[config.mk]
export PLATFORM = sky130hd
export DESIGN_NAME = table_file_header_parser
export DESIGN_NICKNAME = d
export VERILOG_FILES = /design/src/sv/tfhp_pkg.sv /design/src/sv/tfhp_capture.sv /design/src/sv/tfhp_decode.sv /design/src/sv/tfhp_out_reg.sv /design/src/sv/table_file_header_parser.sv
export VERILOG_INCLUDE_DIRS = /design/src /design/src/sv
export SDC_FILE = /design/constraint.sdc
export NUM_CORES = 1
export LEC_CHECK = 0
export BUFFER_PORTS_ARGS = -buffer_cell sky130_fd_sc_hd__buf_2
export CAP_MARGIN = 20
export CORE_ASPECT_RATIO = 1.5
export CORE_MARGIN = 2
export CORE_UTILIZATION = 45
export CTS_BUF_LIST = sky130_fd_sc_hd__clkbuf_4 sky130_fd_sc_hd__clkbuf_8 sky130_fd_sc_hd__clkbuf_16
export CTS_CLUSTER_DIAMETER = 50
export DETAILED_ROUTE_END_ITERATION = 8
export PLACE_DENSITY = 0.77
export SLEW_MARGIN = 30
export SYNTH_ARGS = -nofsm -noshare
export SYNTH_HDL_FRONTEND = slang
export SYNTH_SLANG_ARGS = --single-unit
[constraint.sdc]
create_clock -name clock -period 4.15 [get_ports clock]
set_input_delay 0.2075 -clock clock [delete_from_list [all_inputs] [get_ports clock]]
set_output_delay 0.2075 -clock clock [all_outputs]
set_load 0.005 [all_outputs]
[src/sv/table_file_header_parser_macros.svh]
// assertion helpers shared by the parser modules
`ifndef TABLE_FILE_HEADER_PARSER_MACROS_SVH
`define TABLE_FILE_HEADER_PARSER_MACROS_SVH

`ifndef SYNTHESIS
`define TFHP_ASSERT(label, clk, rst, prop) \
   label: assert property (@(posedge clk) disable iff (rst) prop) \
      else $error("tfhp assertion failed");
`define TFHP_NEVER(label, clk, rst, expr) \
   label: assert property (@(posedge clk) disable iff (rst) !(expr)) \
      else $error("tfhp forbidden condition");
`else
`define TFHP_ASSERT(label, clk, rst, prop)
`define TFHP_NEVER(label, clk, rst, expr)
`endif

`endif

[src/sv/tfhp_pkg.sv]
package tfhp_pkg;

   localparam int unsigned POS_W = 5;
   localparam logic [POS_W-1:0] LAST_POS = 5'd31;

   localparam logic [7:0]  SHORT_VERSION    = 8'h02;
   localparam logic [15:0] SHORT_HEADER_LEN = 16'd521;
   localparam logic [15:0] MIN_HEADER_LEN   = 16'd32;
   localparam logic [6:0]  ROLLOVER_RESET   = 7'd80;
   localparam logic [7:0]  YEAR_LIMIT       = 8'd100;
   localparam logic [11:0] YEAR_BASE_OLD    = 12'd1900;
   localparam logic [11:0] YEAR_BASE_NEW    = 12'd2000;

   localparam logic [1:0] STATUS_OK         = 2'd0;
   localparam logic [1:0] STATUS_SHORT      = 2'd1;
   localparam logic [1:0] STATUS_BAD_LENGTH = 2'd2;

   localparam logic [2:0] KIND_UNKNOWN = 3'd0;
   localparam logic [2:0] KIND_FAMILY1 = 3'd1;
   localparam logic [2:0] KIND_FAMILY2 = 3'd2;
   localparam logic [2:0] KIND_FAMILY3 = 3'd3;
   localparam logic [2:0] KIND_FAMILY4 = 3'd4;

   localparam int unsigned RSP_DATA_W = 120;

   typedef struct packed {
      logic [7:0]  version;
      logic [7:0]  year;
      logic [7:0]  month;
      logic [7:0]  day;
      logic [31:0] num_records;
      logic [15:0] hdr_size;
      logic [15:0] rec_size;
      logic [7:0]  flags;
      logic [7:0]  page_mark;
   } hdr_fields_type;

   typedef struct packed {
      logic emit;
      logic short_hdr;
   } cap_event_type;

   // status sits in the low bits
   typedef struct packed {
      logic [13:0] code_page;
      logic [7:0]  update_day;
      logic [7:0]  update_month;
      logic [11:0] full_year;
      logic [15:0] record_bytes;
      logic [15:0] header_bytes;
      logic [31:0] record_total;
      logic        index_present;
      logic        container_present;
      logic        memo_present;
      logic [2:0]  format_kind;
      logic [1:0]  status;
   } rsp_fields_type;

   localparam int unsigned RSP_FIELDS_W = $bits(rsp_fields_type);

   function automatic logic [13:0] page_of_mark(input logic [7:0] m);
      logic [13:0] p;
      unique case (m)
         8'h01: p = 14'd437;
         8'h02: p = 14'd850;
         8'h03: p = 14'd1252;
         8'h04: p = 14'd10000;
         8'h64: p = 14'd852;
         8'h65: p = 14'd866;
         8'h66: p = 14'd865;
         8'h67: p = 14'd861;
         8'h68: p = 14'd895;
         8'h69: p = 14'd620;
         8'h6A: p = 14'd737;
         8'h6B: p = 14'd857;
         8'h78: p = 14'd950;
         8'h79: p = 14'd949;
         8'h7A: p = 14'd936;
         8'h7B: p = 14'd932;
         8'h7C: p = 14'd874;
         8'h7D: p = 14'd1255;
         8'h7E: p = 14'd1256;
         8'h96: p = 14'd10007;
         8'h97: p = 14'd10029;
         8'h98: p = 14'd10006;
         8'hC8: p = 14'd1250;
         8'hC9: p = 14'd1251;
         8'hCA: p = 14'd1254;
         8'hCB: p = 14'd1253;
         default: p = 14'd0;
      endcase
      return p;
   endfunction

   function automatic logic [2:0] kind_of_version(input logic [7:0] v);
      logic [2:0] k;
      priority if (v[2:0] == 3'b100) begin
         k = KIND_FAMILY3;
      end else begin
         unique case (v)
            8'h02, 8'hFB: k = KIND_FAMILY1;
            8'h03, 8'h43, 8'h63, 8'h83, 8'h8B, 8'hCB: k = KIND_FAMILY3;
            8'hF5: k = KIND_FAMILY2;
            8'h30, 8'h31, 8'h32: k = KIND_FAMILY4;
            default: k = KIND_UNKNOWN;
         endcase
      end
      return k;
   endfunction

   function automatic logic memo_of_version(input logic [7:0] v);
      logic mm;
      priority if (v[2:0] == 3'b100) begin
         mm = (v & 8'h88) != 8'h00;
      end else begin
         mm = (v == 8'h83) || (v == 8'h8B) || (v == 8'hF5);
      end
      return mm;
   endfunction

endpackage

[src/sv/tfhp_capture.sv]
`include "table_file_header_parser_macros.svh"

module tfhp_capture
   import tfhp_pkg::*;
(
   input  logic           clock,
   input  logic           reset,
   input  logic           accept,
   input  logic [7:0]     data_byte,
   input  logic           last_byte,
   output hdr_fields_type fields,
   output cap_event_type  ev
);

   logic [POS_W-1:0] pos_ff, pos_in;
   logic             sent_ff, sent_in;
   hdr_fields_type   fields_ff, fields_in;

   always_comb begin
      pos_in       = pos_ff;
      sent_in      = sent_ff;
      fields_in    = fields_ff;
      ev.emit      = 1'b0;
      ev.short_hdr = 1'b0;
      if (accept) begin
         if (sent_ff) begin
            if (last_byte) begin
               sent_in = 1'b0;
               pos_in  = '0;
            end
         end else begin
            if (pos_ff == '0) begin
               fields_in         = '0;
               fields_in.version = data_byte;
            end else if (fields_ff.version == SHORT_VERSION) begin
               unique case (pos_ff)
                  5'd1: fields_in.num_records[7:0]  = data_byte;
                  5'd2: fields_in.num_records[15:8] = data_byte;
                  5'd3: fields_in.month             = data_byte;
                  5'd4: fields_in.day               = data_byte;
                  5'd5: fields_in.year              = data_byte;
                  5'd6: fields_in.rec_size[7:0]     = data_byte;
                  5'd7: fields_in.rec_size[15:8]    = data_byte;
                  default: ;
               endcase
            end else begin
               unique case (pos_ff)
                  5'd1:  fields_in.year               = data_byte;
                  5'd2:  fields_in.month              = data_byte;
                  5'd3:  fields_in.day                = data_byte;
                  5'd4:  fields_in.num_records[7:0]   = data_byte;
                  5'd5:  fields_in.num_records[15:8]  = data_byte;
                  5'd6:  fields_in.num_records[23:16] = data_byte;
                  5'd7:  fields_in.num_records[31:24] = data_byte;
                  5'd8:  fields_in.hdr_size[7:0]      = data_byte;
                  5'd9:  fields_in.hdr_size[15:8]     = data_byte;
                  5'd10: fields_in.rec_size[7:0]      = data_byte;
                  5'd11: fields_in.rec_size[15:8]     = data_byte;
                  5'd28: fields_in.flags              = data_byte;
                  5'd29: fields_in.page_mark          = data_byte;
                  default: ;
               endcase
            end
            if (pos_ff != LAST_POS) begin
               if (last_byte) begin
                  pos_in       = '0;
                  ev.emit      = 1'b1;
                  ev.short_hdr = 1'b1;
               end else begin
                  pos_in = pos_ff + 1'b1;
               end
            end else begin
               pos_in  = '0;
               sent_in = !last_byte;
               ev.emit = 1'b1;
            end
         end
      end
   end

   always_ff @(posedge clock) begin
      if (reset) begin
         pos_ff  <= '0;
         sent_ff <= 1'b0;
      end else begin
         pos_ff  <= pos_in;
         sent_ff <= sent_in;
      end
      fields_ff <= fields_in;
   end

   assign fields = fields_ff;

   `TFHP_NEVER(a_no_emit_while_draining, clock, reset, ev.emit && sent_ff)
   `TFHP_ASSERT(a_pos_advances, clock, reset,
      accept && !sent_ff && !last_byte && (pos_ff != LAST_POS) |=>
         pos_ff == $past(pos_ff) + 1'b1)
   `TFHP_ASSERT(a_drain_after_full, clock, reset,
      accept && ev.emit && !ev.short_hdr && !last_byte |=> sent_ff && (pos_ff == '0))

endmodule

[src/sv/tfhp_decode.sv]
module tfhp_decode
   import tfhp_pkg::*;
(
   input  hdr_fields_type fields,
   input  logic           short_hdr,
   input  logic [6:0]     rollover,
   output rsp_fields_type result
);

   logic [15:0] hl;
   logic        old_century;

   always_comb begin
      hl          = (fields.version == SHORT_VERSION) ? SHORT_HEADER_LEN
                                                      : fields.hdr_size;
      old_century = (fields.year >= YEAR_LIMIT) || (fields.year >= {1'b0, rollover});
      result      = '0;
      if (short_hdr) begin
         result.status = STATUS_SHORT;
      end else begin
         result.status            = (hl < MIN_HEADER_LEN || fields.rec_size == '0)
                                    ? STATUS_BAD_LENGTH : STATUS_OK;
         result.format_kind       = kind_of_version(fields.version);
         result.memo_present      = memo_of_version(fields.version);
         result.container_present = fields.flags[2];
         result.index_present     = fields.flags[0];
         result.record_total      = fields.num_records;
         result.header_bytes      = hl;
         result.record_bytes      = fields.rec_size;
         result.full_year         = (old_century ? YEAR_BASE_OLD : YEAR_BASE_NEW)
                                    + {4'b0, fields.year};
         result.update_month      = fields.month;
         result.update_day        = fields.day;
         result.code_page         = page_of_mark(fields.page_mark);
      end
   end

endmodule

[src/sv/tfhp_out_reg.sv]
module tfhp_out_reg
   import tfhp_pkg::*;
(
   input  logic           clock,
   input  logic           reset,
   input  logic           load,
   input  rsp_fields_type load_data,
   output logic           free,
   output logic           out_valid,
   output rsp_fields_type out_data,
   input  logic           out_ready
);

   logic           valid_ff, valid_in;
   rsp_fields_type data_ff, data_in;

   always_comb begin
      free     = !valid_ff || out_ready;
      valid_in = load ? 1'b1 : (valid_ff && !out_ready);
      data_in  = load ? load_data : data_ff;
   end

   always_ff @(posedge clock) begin
      if (reset) begin
         valid_ff <= 1'b0;
      end else begin
         valid_ff <= valid_in;
      end
      data_ff <= data_in;
   end

   assign out_valid = valid_ff;
   assign out_data  = data_ff;

endmodule

[src/sv/table_file_header_parser.sv]
// table file header parser
// req channel: one header byte per transfer in req_tdata, req_tlast on the
// final byte of the header buffer. bytes are accepted one per cycle while req_tready is high.
// rsp channel: one decoded header per 32 bytes, or a short-header result
// (status 1, all else zero) when req_tlast comes before the 32nd byte.
// bytes after the 32nd are dropped until one with req_tlast, which rearms.
// latency: the result is valid the cycle after the byte that closes it.
// throughput: one byte per cycle, set by the single output register;
// req_tready drops only while a result waits and rsp_tready is low.
// csr_we writes the century rollover (used for two-digit years).
// reset clears position, pending result and sets rollover to 80.
// a stalled result holds rsp_tdata steady until it is taken.
`include "table_file_header_parser_macros.svh"

module table_file_header_parser
   import tfhp_pkg::*;
(
   input  logic                  clock,
   input  logic                  reset,
   input  logic                  req_tvalid,
   output logic                  req_tready,
   input  logic [7:0]            req_tdata,   // data_byte
   input  logic                  req_tlast,   // last_byte
   output logic                  rsp_tvalid,
   input  logic                  rsp_tready,
   // status, format_kind, memo_present, container_present, index_present,
   // record_total, header_bytes, record_bytes, full_year, update_month,
   // update_day, code_page, zero fill
   output logic [RSP_DATA_W-1:0] rsp_tdata,
   input  logic                  csr_we,
   input  logic [6:0]            csr_wdata
);

   logic           accept;
   logic           free;
   logic [6:0]     rollover_ff, rollover_in;
   hdr_fields_type fields;
   cap_event_type  ev;
   rsp_fields_type result;
   rsp_fields_type rsp_fields;

   assign accept      = req_tvalid && req_tready;
   assign req_tready  = free;
   assign rollover_in = csr_we ? csr_wdata : rollover_ff;

   always_ff @(posedge clock) begin
      if (reset) begin
         rollover_ff <= ROLLOVER_RESET;
      end else begin
         rollover_ff <= rollover_in;
      end
   end

   tfhp_capture u_capture (
      .clock     (clock),
      .reset     (reset),
      .accept    (accept),
      .data_byte (req_tdata),
      .last_byte (req_tlast),
      .fields    (fields),
      .ev        (ev)
   );

   tfhp_decode u_decode (
      .fields    (fields),
      .short_hdr (ev.short_hdr),
      .rollover  (rollover_ff),
      .result    (result)
   );

   tfhp_out_reg u_out (
      .clock     (clock),
      .reset     (reset),
      .load      (accept && ev.emit),
      .load_data (result),
      .free      (free),
      .out_valid (rsp_tvalid),
      .out_data  (rsp_fields),
      .out_ready (rsp_tready)
   );

   assign rsp_tdata = {{(RSP_DATA_W - RSP_FIELDS_W){1'b0}}, rsp_fields};

   `TFHP_ASSERT(a_short_is_bare, clock, reset,
      rsp_tvalid && (rsp_fields.status == STATUS_SHORT) |->
         rsp_fields[RSP_FIELDS_W-1:2] == '0)
   `TFHP_ASSERT(a_ok_lengths, clock, reset,
      rsp_tvalid && (rsp_fields.status == STATUS_OK) |->
         (rsp_fields.header_bytes >= MIN_HEADER_LEN) && (rsp_fields.record_bytes != '0))

endmodule
======== Word-level counts from Yosys, hierarchy flattened ========
Cells that the tools add are included.
operators by class
  $lt $le $gt $ge ......................... 3
  reductions and logical operators ........ 46
  bitwise gates (word level) .............. 1
  add/sub/neg operators ................... 2
  muxes and demuxes ....................... 39
  equal/unequal tests ..................... 62
operators by type and width
  kind                                                          count
  one-hot mux 14 bit (26 select lines)                          1
  equality test 8 x 7 -> 1 bit (second input constant)          17
  2-to-1 mux 8 bit                                              13
  equality test 8 bit (second input constant)                   12
  2-to-1 mux 16 bit                                             5
  AND reduction 4 bit                                           13
  equality test 8 x 2 -> 1 bit (second input constant)          4
  equality test 8 x 6 -> 1 bit (second input constant)          3
  2-to-1 mux 24 bit                                             1
  != test 3 x 2 -> 1 bit (second input constant)                7
  nonzero test 3 bit                                            7
  equality test 5 x 3 -> 1 bit (second input constant)          4
  equality test 5 x 4 -> 1 bit (second input constant)          4
  2-to-1 mux 5 bit                                              4
  zero test 16 bit                                              1
  less-than comparator 16 x 6 -> 1 bit (second input constant)  1
  adder 12 x 8 -> 12 bit                                        1
  one-hot mux 3 bit (4 select lines)                            1
  nonzero test 2 bit                                            6
  2-to-1 mux 11 bit                                             1
  equality test 5 x 2 -> 1 bit (second input constant)          2
  equality test 5 bit (second input constant)                   2
  2-to-1 mux 2 bit                                              5
  equality test 8 x 1 -> 1 bit (second input constant)          1
  other kinds (22)                                              37
storage, ports and cells
  output and inout bits ................... 122
  bits of input ports ..................... 21
  flip-flop bits (word level) ............. 235
  word-level logic and storage cells ...... 184

======== Logic depth before layout (Yosys ltp) ========
Gate-level depths: netlist (run 1).
  depth in word-level cells ............... 6
  gate-level depth with buffers ........... 15
  gate-level depth less buffers ........... 15

======== By module ========
A second synthesis (run 1) with hierarchy kept.
second synthesis, totals
  cell total of the unflattened synthesis .. 688
  area, all modules ....................... 9883.2 sq um
by module, submodules not included
  module                    cells an instance  sequential area each (sq um)  instances  area each (sq um)
  tfhp_capture              220                3483.3                        1          4161.5
  tfhp_out_reg              118                3443.3                        1          3469.6
  tfhp_decode               319                0.0                           1          1935.6
  table_file_header_parser  31                 140.1                         1          316.6

======== Least setup slack after synthesis (run 1) ========
No wires, ideal clock.
  kind .................................... reg2reg
  from .................................... reg u_capture.pos_ff[2]
  to ...................................... reg u_out.data_ff (netlist bit u_out.out_data[0]) (enable)
  library setup time ...................... 0.465 ns
  data arrival time ....................... 3.512 ns
  path buffers ............................ 2
  stages on the path, launching flop included .. 7
  path slack .............................. 0.173 ns
  path through ............................ dfxtp_1 -> clkbuf_1 -> clkbuf_1 -> and3_1 -> ha_1 -> o21ai_0 -> inv_1
between the ends
  cells in the longest elaborated chain, start to end .. 5
RTL lines
  item                    line                            text
  start, declared         tfhp_capture.sv:15              logic [POS_W-1:0] pos_ff, pos_in;
  start signal, assigned  tfhp_capture.sv:86              pos_ff <= pos_in;
  != test 5 bit           tfhp_capture.sv:64              if (pos_ff != LAST_POS) begin
  2-to-1 mux 1 bit        tfhp_capture.sv:64
  2-to-1 mux 2 bit        tfhp_capture.sv:26              if (sent_ff) begin
  2-to-1 mux 2 bit        tfhp_capture.sv:25              if (accept) begin
  logical AND 1 bit       table_file_header_parser.sv:74  .load (accept && ev.emit),
  named net u_out.load    tfhp_out_reg.sv:6               input logic load,
  end signal, assigned    tfhp_out_reg.sv:29              data_ff <= data_in;
  end, declared           tfhp_out_reg.sv:15              rsp_fields_type data_ff, data_in;
The timed path passes the listed nets, and every way through them passes these cells.
A chain may end at the register's enable or synchronous reset.

======== Final worst setup path (run 1) ========
  from .................................... reg u_capture.fields_ff (netlist bit u_capture.fields[102])
  to ...................................... reg u_out.data_ff (netlist bit u_out.out_data[83]), data pin
between the ends
  cells in the longest elaborated chain, start to end .. 4
  elaborated cells on any way between the ends .. 5
  those cells by class .................... add/sub (1); order compare (2); mux (1); reduce/logical (1)
RTL lines
  item                                        line                text
  start, declared                             tfhp_capture.sv:17  hdr_fields_type fields_ff, fields_in;
  start signal, assigned                      tfhp_capture.sv:89  fields_ff <= fields_in;
  greater-or-equal comparator 8 x 7 -> 1 bit  tfhp_decode.sv:16   old_century = (fields.year >= YEAR_LIMIT) || (fields.year >= {1'b0, rollover});
  logical OR 1 bit                            tfhp_decode.sv:16
  2-to-1 mux 8 bit                            tfhp_decode.sv:30   result.full_year = (old_century ? YEAR_BASE_OLD : YEAR_BASE_NEW)
  adder 12 x 8 -> 12 bit *                    tfhp_decode.sv:31   + {4'b0, fields.year};
Every way passes the cells marked *; elsewhere a longest branch is shown, timed or not.

==> impl_results.md, run 1 <==
* Max-cap viol count at 0
* Rel. slew slack at 0.385
* First-pass GRT wire length at 29.3 mm
* Static leakage at 4.22 nW
* Fraction of registers with async set/reset at 0
* GRT Residual Overflow at 0
* Met3 wire length at 887 um
* Max FO, Critical Path at 4
* Clock tree sinks at 232
* Num rows at 65
* Post-synthesis compound-gate area fraction at 0.0699
* Final setup margin at 1.05 ns
* Ports at 143
* Final hold violation count at 0
* H-Tree Depth at 1
* Initial antenna violation count at 0
* Crit path DAT at 3.35 ns
* Pwr dens at 470 nW/um2
* Warnings, synthesis at 0
* Worst reg2reg path depth at 9
* CTS tree: yes
* Worst Path Required at 4.39 ns
* DRT Wirelength at 19.3 mm
* WS Path Type: register to register
* Final #Nets at 850
* Post-synthesis simple-gate area fraction at 0.139
* Hold EP: rollover_ff[2]
* CTS max path bufs at 3
* Max VDD drop at 0.246 mV
* XOR/XNOR Fraction of Synth Area at 0.00556
* Post-synthesis sequential area ratio at 0.722
* Root Driver: clkbuf_16
* Cts repair resizes at 0
* Post-synth EDFFs at 218
* Minimum hold slack at 0.0115 ns
* DR vias/cell at 5.24
* Hold Path Class: input port to register
* Syn Std Cell Area at 9450 um2
* Top_reg_cell synth: edfxtp_1
* Drt pass-1 iters at 5
* Die area at 22,200 um2
* Gpl congestion at 0.865
* Vias post-DR at 5,727
* Fraction of layout cells with a size suffix above 1 at 0.228
* Largest family of logic cells by synthesized area: simple AND/OR/NAND/NOR gates
* Met1 WL at 7.27 mm
* Slew Viols, Final at 0
* Vias in the first global route at 5,535
* Synth Register Bits at 232
* TNS Setup at 0 ns
* Adder-Cell Fraction of Synth Area at 0.0246
* Count of final setup violators at 0
* Syn Inst Count at 660
* Hold Path Depth at 2
* Wire per inst at 17.6 um
* Mux cell area share after synthesis at 0.00860
* Status: complete, no violations
* Core Util, Final at 0.542
* RSZ-0062 raised after global routing: false
* Cell Chain, Critical Path: ha_1 > a2111oi_0 > o21ai_0 > ha_1 > a21o_1 > a21oi_1 > o21ai_0 > and2_1 > o21a_1
* Total CTS buffers at 20
* Avg Inst Size Synth at 14.3 um2
* Clk_skew at 0.0111 ns
* Initial Util at 0.454
* Post-layout min period at 3.10 ns
* Worst-skew pair later-pin latency at 0.49 ns
* Diodes inserted at 0
* CP endpoint kind: register
* Pin count of the biggest net entering global routing at 56
* # DRC at 0
* Synth-to-layout area growth at 19.3%
* Reg-to-reg endpoint: u_out.out_data[83]
* Tcrit/Tclk final at 0.748
* Setup Slack @ Placement at 1.10 ns
* DIE HEIGHT at 182 um
* Worst slew pin tran at 0.922 ns
* Critical path's largest stage delay at 0.54 ns
* Fmax at 322 MHz
* Max layer used: met4
* Tot GR Track Use at 0.172
* DIE WIDTH at 122 um
* Metal2 WL at 10.3 mm
* Worst R2R Start: u_capture.fields[102]
* HPWL Detailed at 12.9 mm
* Netlist cell types at 61
* Initial DRC count at 528
* Postcts setup bufs at 0
* Startpoint Class: register
* Reg2reg setup slack at 1.05 ns
* Layout fillers at 1,738
* HP Start: reset
* Register clock-pin slew on the reported worst setup and hold paths at 0.07 ns
* Post-DRT Antenna Nets at 0
* PortBufs at 134
* Slowest CP cell: a2111oi_0
* Core box area at 20,800 um2
[critical path, delay by kind of cell, from the launching register on]
kind,cells,cell delay (ns)
AOI/OAI and AO/OA,6,1.54
and+or+nand+nor,1,0.19
adders and majority gates,2,0.67
DFF,1,0.46
[cell usage after synthesis, types with 10 or more instances]
cell type	number	area share
a21oi_1	27	0.014
a31oi_1	10	0.0066
and2_1	24	0.016
clkbuf_1	27	0.011
dfxtp_1	14	0.030
edfxtp_1	218	0.69
ha_1	17	0.022
inv_1	18	0.0071
nand2_1	33	0.013
nand3_1	10	0.0053
nor2_1	38	0.015
nor2b_1	73	0.048
nor3_1	12	0.0064
o21ai_0	14	0.0074
[registers in the layout, indices dropped and copies added, names as in the netlist]
signal / cells
u_capture.pos_ff: 5
rollover_ff: 7
u_out.out_data: 112
u_out.out_valid: 1
u_capture.sent_ff: 1
u_capture.fields: 106
[cells by family after synthesis]
| group | count (synthesis) |
|---|---|
| AOI/OAI and AO/OA | 99 |
| xor gates and xnor gates | 6 |
| adders and majority gates | 18 |
| buffers and inverters | 61 |
| DFF | 232 |
| muxes | 8 |
| other | 1 |
| and+or+nand+nor | 235 |
[metrics by stage]
| stage | instance area (um2) | std cells | power, W |
|---|---|---|---|
| after floorplan | 9480 | 667 | 0.00322 |
| after global placement | 10400 | 1037 | 0.00339 |
| after detailed placement | 10400 | 1037 | 0.00342 |
| after CTS | 11300 | 1093 | 0.00533 |
| after global routing | 11300 | 1093 | 0.00549 |
| final | 11300 | 1093 | 0.00530 |
[cell usage in the layout, fill, tap and decap left out, drive strengths merged, types with 4 or more instances in the layout]
master       count
a211oi           8
a21o             4
a21oi           27
a22oi            5
a31oi           10
and2            24
buf            145
clkbuf          22
clkinv           9
conb             8
dfxtp           14
dlygate4sd3     20
edfxtp         218
ha              17
inv             18
mux2i            7
nand2           33
nand2b           8
nand3           10
nand3b           4
nand4            5
nor2            38
nor2b           73
nor3            13
nor4             7
o21a             4
o21ai           14
[power breakdown]
group          total (W)  internal (W)  switching [W]
registers        0.00286       0.00279      0.0000749
clock network    0.00192       0.00112       0.000803
logic           0.000516      0.000204       0.000312
[per-layer routing]
layer / up-vias / track usage
li1: 2731 / -
met1: 2739 / 0.205
met2: 215 / 0.310
met3: 42 / 0.0182
met4: 0 / 0.0726
met5: - / 0
[what timing repair did]
item / CTS / global route
setup endpoints to repair: 0 / 0
endpoints found under the hold margin: 16 / 0
hold buffers: 20 / 0
[final cells by class]
cell class,count,area [um2],area share
timing repair buffer,165,966,0.0856
clock buffer,22,533,0.0473
inverter,18,70.1,0.00621
sequential,232,6830,0.605
tap,268,335,0.0297
clock inverter,14,149,0.0132
multi-input combinational,374,2400,0.213
[worst max path at each step]
stage                                from                  to
floorplan             u_capture.pos_ff[2]   u_out.out_data[0]
global placement    u_capture.fields[102]  u_out.out_data[83]
detailed placement  u_capture.fields[102]  u_out.out_data[83]
CTS                 u_capture.fields[102]  u_out.out_data[83]
finish              u_capture.fields[102]  u_out.out_data[83]
global route        u_capture.fields[102]  u_out.out_data[80]
Power figures use the tool's default switching activity.
==> run 2: changes to the inputs <==
ABC_AREA = 1   (was not set)
PLACE_DENSITY = 0.74   (was 0.77)
clock period = 3.3 ns   (was 4.15 ns; I/O delays follow)
==> impl_results.md, run 2 <==
* Critical path's largest stage delay at 0.44 ns
* Initial Util at 0.460
* DRT Wirelength at 20.7 mm
* Most common cell in the synthesized netlist: edfxtp_1
* Max FO, Critical Path at 5
* Crit path DAT at 2.95 ns
* Cell Chain, Critical Path: ha_1 > a21oi_1 > o21ai_0 > nand2_1 > nand3_1 > nor2b_1 > ha_1 > a21oi_1 > o21ai_0 > or2_2 > nor2_1 > nor2_1
* Post-DRT Antenna Nets at 0
* Clock tree sinks at 232
* Worst slew pin tran at 0.772 ns
* Max-cap viol count at 0
* Switching Share at 0.241
* Status: finished, violations left
* Hold Path Class: input port to register
* Buf/Inv on CP at 0
* Drt pass-1 iters at 7
* Post-synth EDFFs at 218
* Avg Inst Size Synth at 11.2 um2
* Syn Inst Count at 861
* Postcts setup bufs at 0
* Die area at 22,700 um2
* DR vias/cell at 4.92
* CTS max path bufs at 3
* # DRC at 1
* Post-synthesis sequential area ratio at 0.705
* GRT Residual Overflow at 0
* Register clock-pin slew on the reported worst setup and hold paths at 0.07 ns
* Num rows at 65
* Core box area at 21,100 um2
* Reg power frac at 0.535
* Layout fillers at 1,743
* Max VDD drop at 0.344 mV
* Total CTS buffers at 22
* Worst R2R Start: u_capture.fields[99]
* Final #Nets at 1,078
* Pwr dens at 581 nW/um2
* PortBufs at 134
* Slew Viols, Final at 0
* First-pass GRT wire length at 32.1 mm
* Fmax at 373 MHz
* H-Tree Depth at 1
* Hold EP: u_capture.sent_ff
* Gpl congestion at 0.907
* Syn Std Cell Area at 9680 um2
* Internal Dissipation at 0.00513 W
* Reg-to-reg endpoint: u_out.out_data[79]
* Top_reg_cell synth: edfxtp_1
* Hold Path Depth at 4
* P_sw at 0.00163 W
* Static leakage at 5.05 nW
* CP endpoint kind: register
* HP Start: req_tlast
* Reg2reg setup slack at 0.62 ns
* Clk_skew at 0.00846 ns
* Startpoint Class: register
* Synth Register Bits at 232
* Initial antenna violation count at 0
* Post-synth top area cell: edfxtp_1
* Clk pwr share at 0.361
* Crit-path leading delay family: simple AND/OR/NAND/NOR gates
* Fraction of registers with async set/reset at 0
* Tot Pwr at 0.00675 W
* Combinational power share at 0.105
* Post-layout min period at 2.68 ns
* Crit path from: u_capture.fields[99]
* DIE WIDTH at 124 um
* Initial DRC count at 463
* Tot GR Track Use at 0.185
* Synth cell count leaders: edfxtp_1 (218), nor2_1 (189), inv_1 (146)
* Wire per inst at 15.7 um
* Yosys top cell area share at 0.676
* RSZ-0062 raised after global routing: false
* Failing checks: DRC
* Tcrit/Tclk final at 0.812
* Rel. slew slack at 0.483
* Ports at 143
* Warnings, synthesis at 0
* Max FFs per register at 112
* HPWL Detailed at 14.2 mm
* Count of final setup violators at 0
* Final hold violation count at 0
* Vias in the first global route at 6,371
* Synth-to-layout area growth at 20.1%
* Synth top area cells: edfxtp_1 (68%), nor2_1 (7.3%), inv_1 (5.7%), nand2_1 (3.8%), dfxtp_1 (2.9%)
* CTS tree: yes
* Pin count of the biggest net entering global routing at 70
* Vias post-DR at 6,506
* TNS Setup at 0 ns
* Most common cell after layout, fill and taps aside: edfxtp_1
* Worst Path Required at 3.57 ns
* Worst reg2reg path depth at 12
* Diodes inserted at 0
* Fraction of layout cells with a size suffix above 1 at 0.194
* Slowest CP cell: edfxtp_1
* Worst-skew pair later-pin latency at 0.51 ns
* Root Driver: clkbuf_16
* Netlist cell types at 32
* DIE HEIGHT at 184 um
* Most frequent cells in the layout: edfxtp_1 (218), nor2_1 (186), inv_1 (145)
* WS Path Type: register to register
## run 2: final cells by class
type                       count  area (um2)  area share
sequential                   232        6830       0.587
multi-input combinational    464        2190       0.188
timing repair buffer         169        1010      0.0872
clock buffer                  27         588      0.0506
inverter                     150         567      0.0487
tap                          268         335      0.0288
clock inverter                12         110     0.00947
## run 2: through the flow
stage          instance area, um2  setup WS (ns)   util  hold slack [ns]  cells
3_5_place_dp                10700          0.626  0.508            0.360   1261
2_1_floorplan                9710          0.140      -            0.234    868
3_3_place_gp                10700          0.673  0.508            0.358   1261
6_report                    11600          0.621  0.552           0.0527   1322
5_1_grt                     11600          0.353  0.552           0.0651   1322
4_1_cts                     11600          0.614  0.552           0.0278   1322
## run 2: power groups by stage
| stage | clock network [W] | registers, W | logic, W |
|---|---|---|---|
| 4_1_cts | 0.00248 | 0.00361 | 0.000710 |
| 6_report | 0.00244 | 0.00361 | 0.000706 |
| 2_1_floorplan | 0 | 0.00366 | 0.000418 |
| 5_1_grt | 0.00260 | 0.00363 | 0.000806 |
| 3_3_place_gp | 0 | 0.00367 | 0.000668 |
| 3_5_place_dp | 0 | 0.00367 | 0.000685 |
## run 2: logic make-up after synthesis
family	after synthesis	share of synthesized area
other cells	1	0.000387
simple gates	369	0.159
compound gates	69	0.0388
fa+ha+maj	18	0.0240
flops	232	0.705
buf+inv	172	0.0731
## run 2: worst register-to-register path, cell delays in order (launching register included)
cell	delay, ns
edfxtp_1	0.44
ha_1	0.32
a21oi_1	0.12
o21ai_0	0.10
nand2_1	0.08
nand3_1	0.07
nor2b_1	0.24
ha_1	0.33
a21oi_1	0.20
o21ai_0	0.11
or2_2	0.29
nor2_1	0.09
nor2_1	0.04
## run 2: worst max path at each step
stage | to | cells after the start
2_1_floorplan | u_out.out_data[0] | 6
5_1_grt | u_out.out_data[82] | 12
4_1_cts | u_out.out_data[79] | 12
3_5_place_dp | u_out.out_data[79] | 12
6_report | u_out.out_data[79] | 12
3_3_place_gp | u_out.out_data[79] | 12
## run 2: layer usage
metal  vias to the layer above  wire length, um  global-route usage
met1                      3037             7810               0.215
met5                         -                0                   0
li1                       3193                -                   -
met3                        50             1250              0.0285
met2                       226            11000               0.335
met4                         0              703              0.0755
## run 2: timing repair
action,CTS,global route
endpoints found under the hold margin,17,0
hold buffers,22,0
resized for setup,0,0
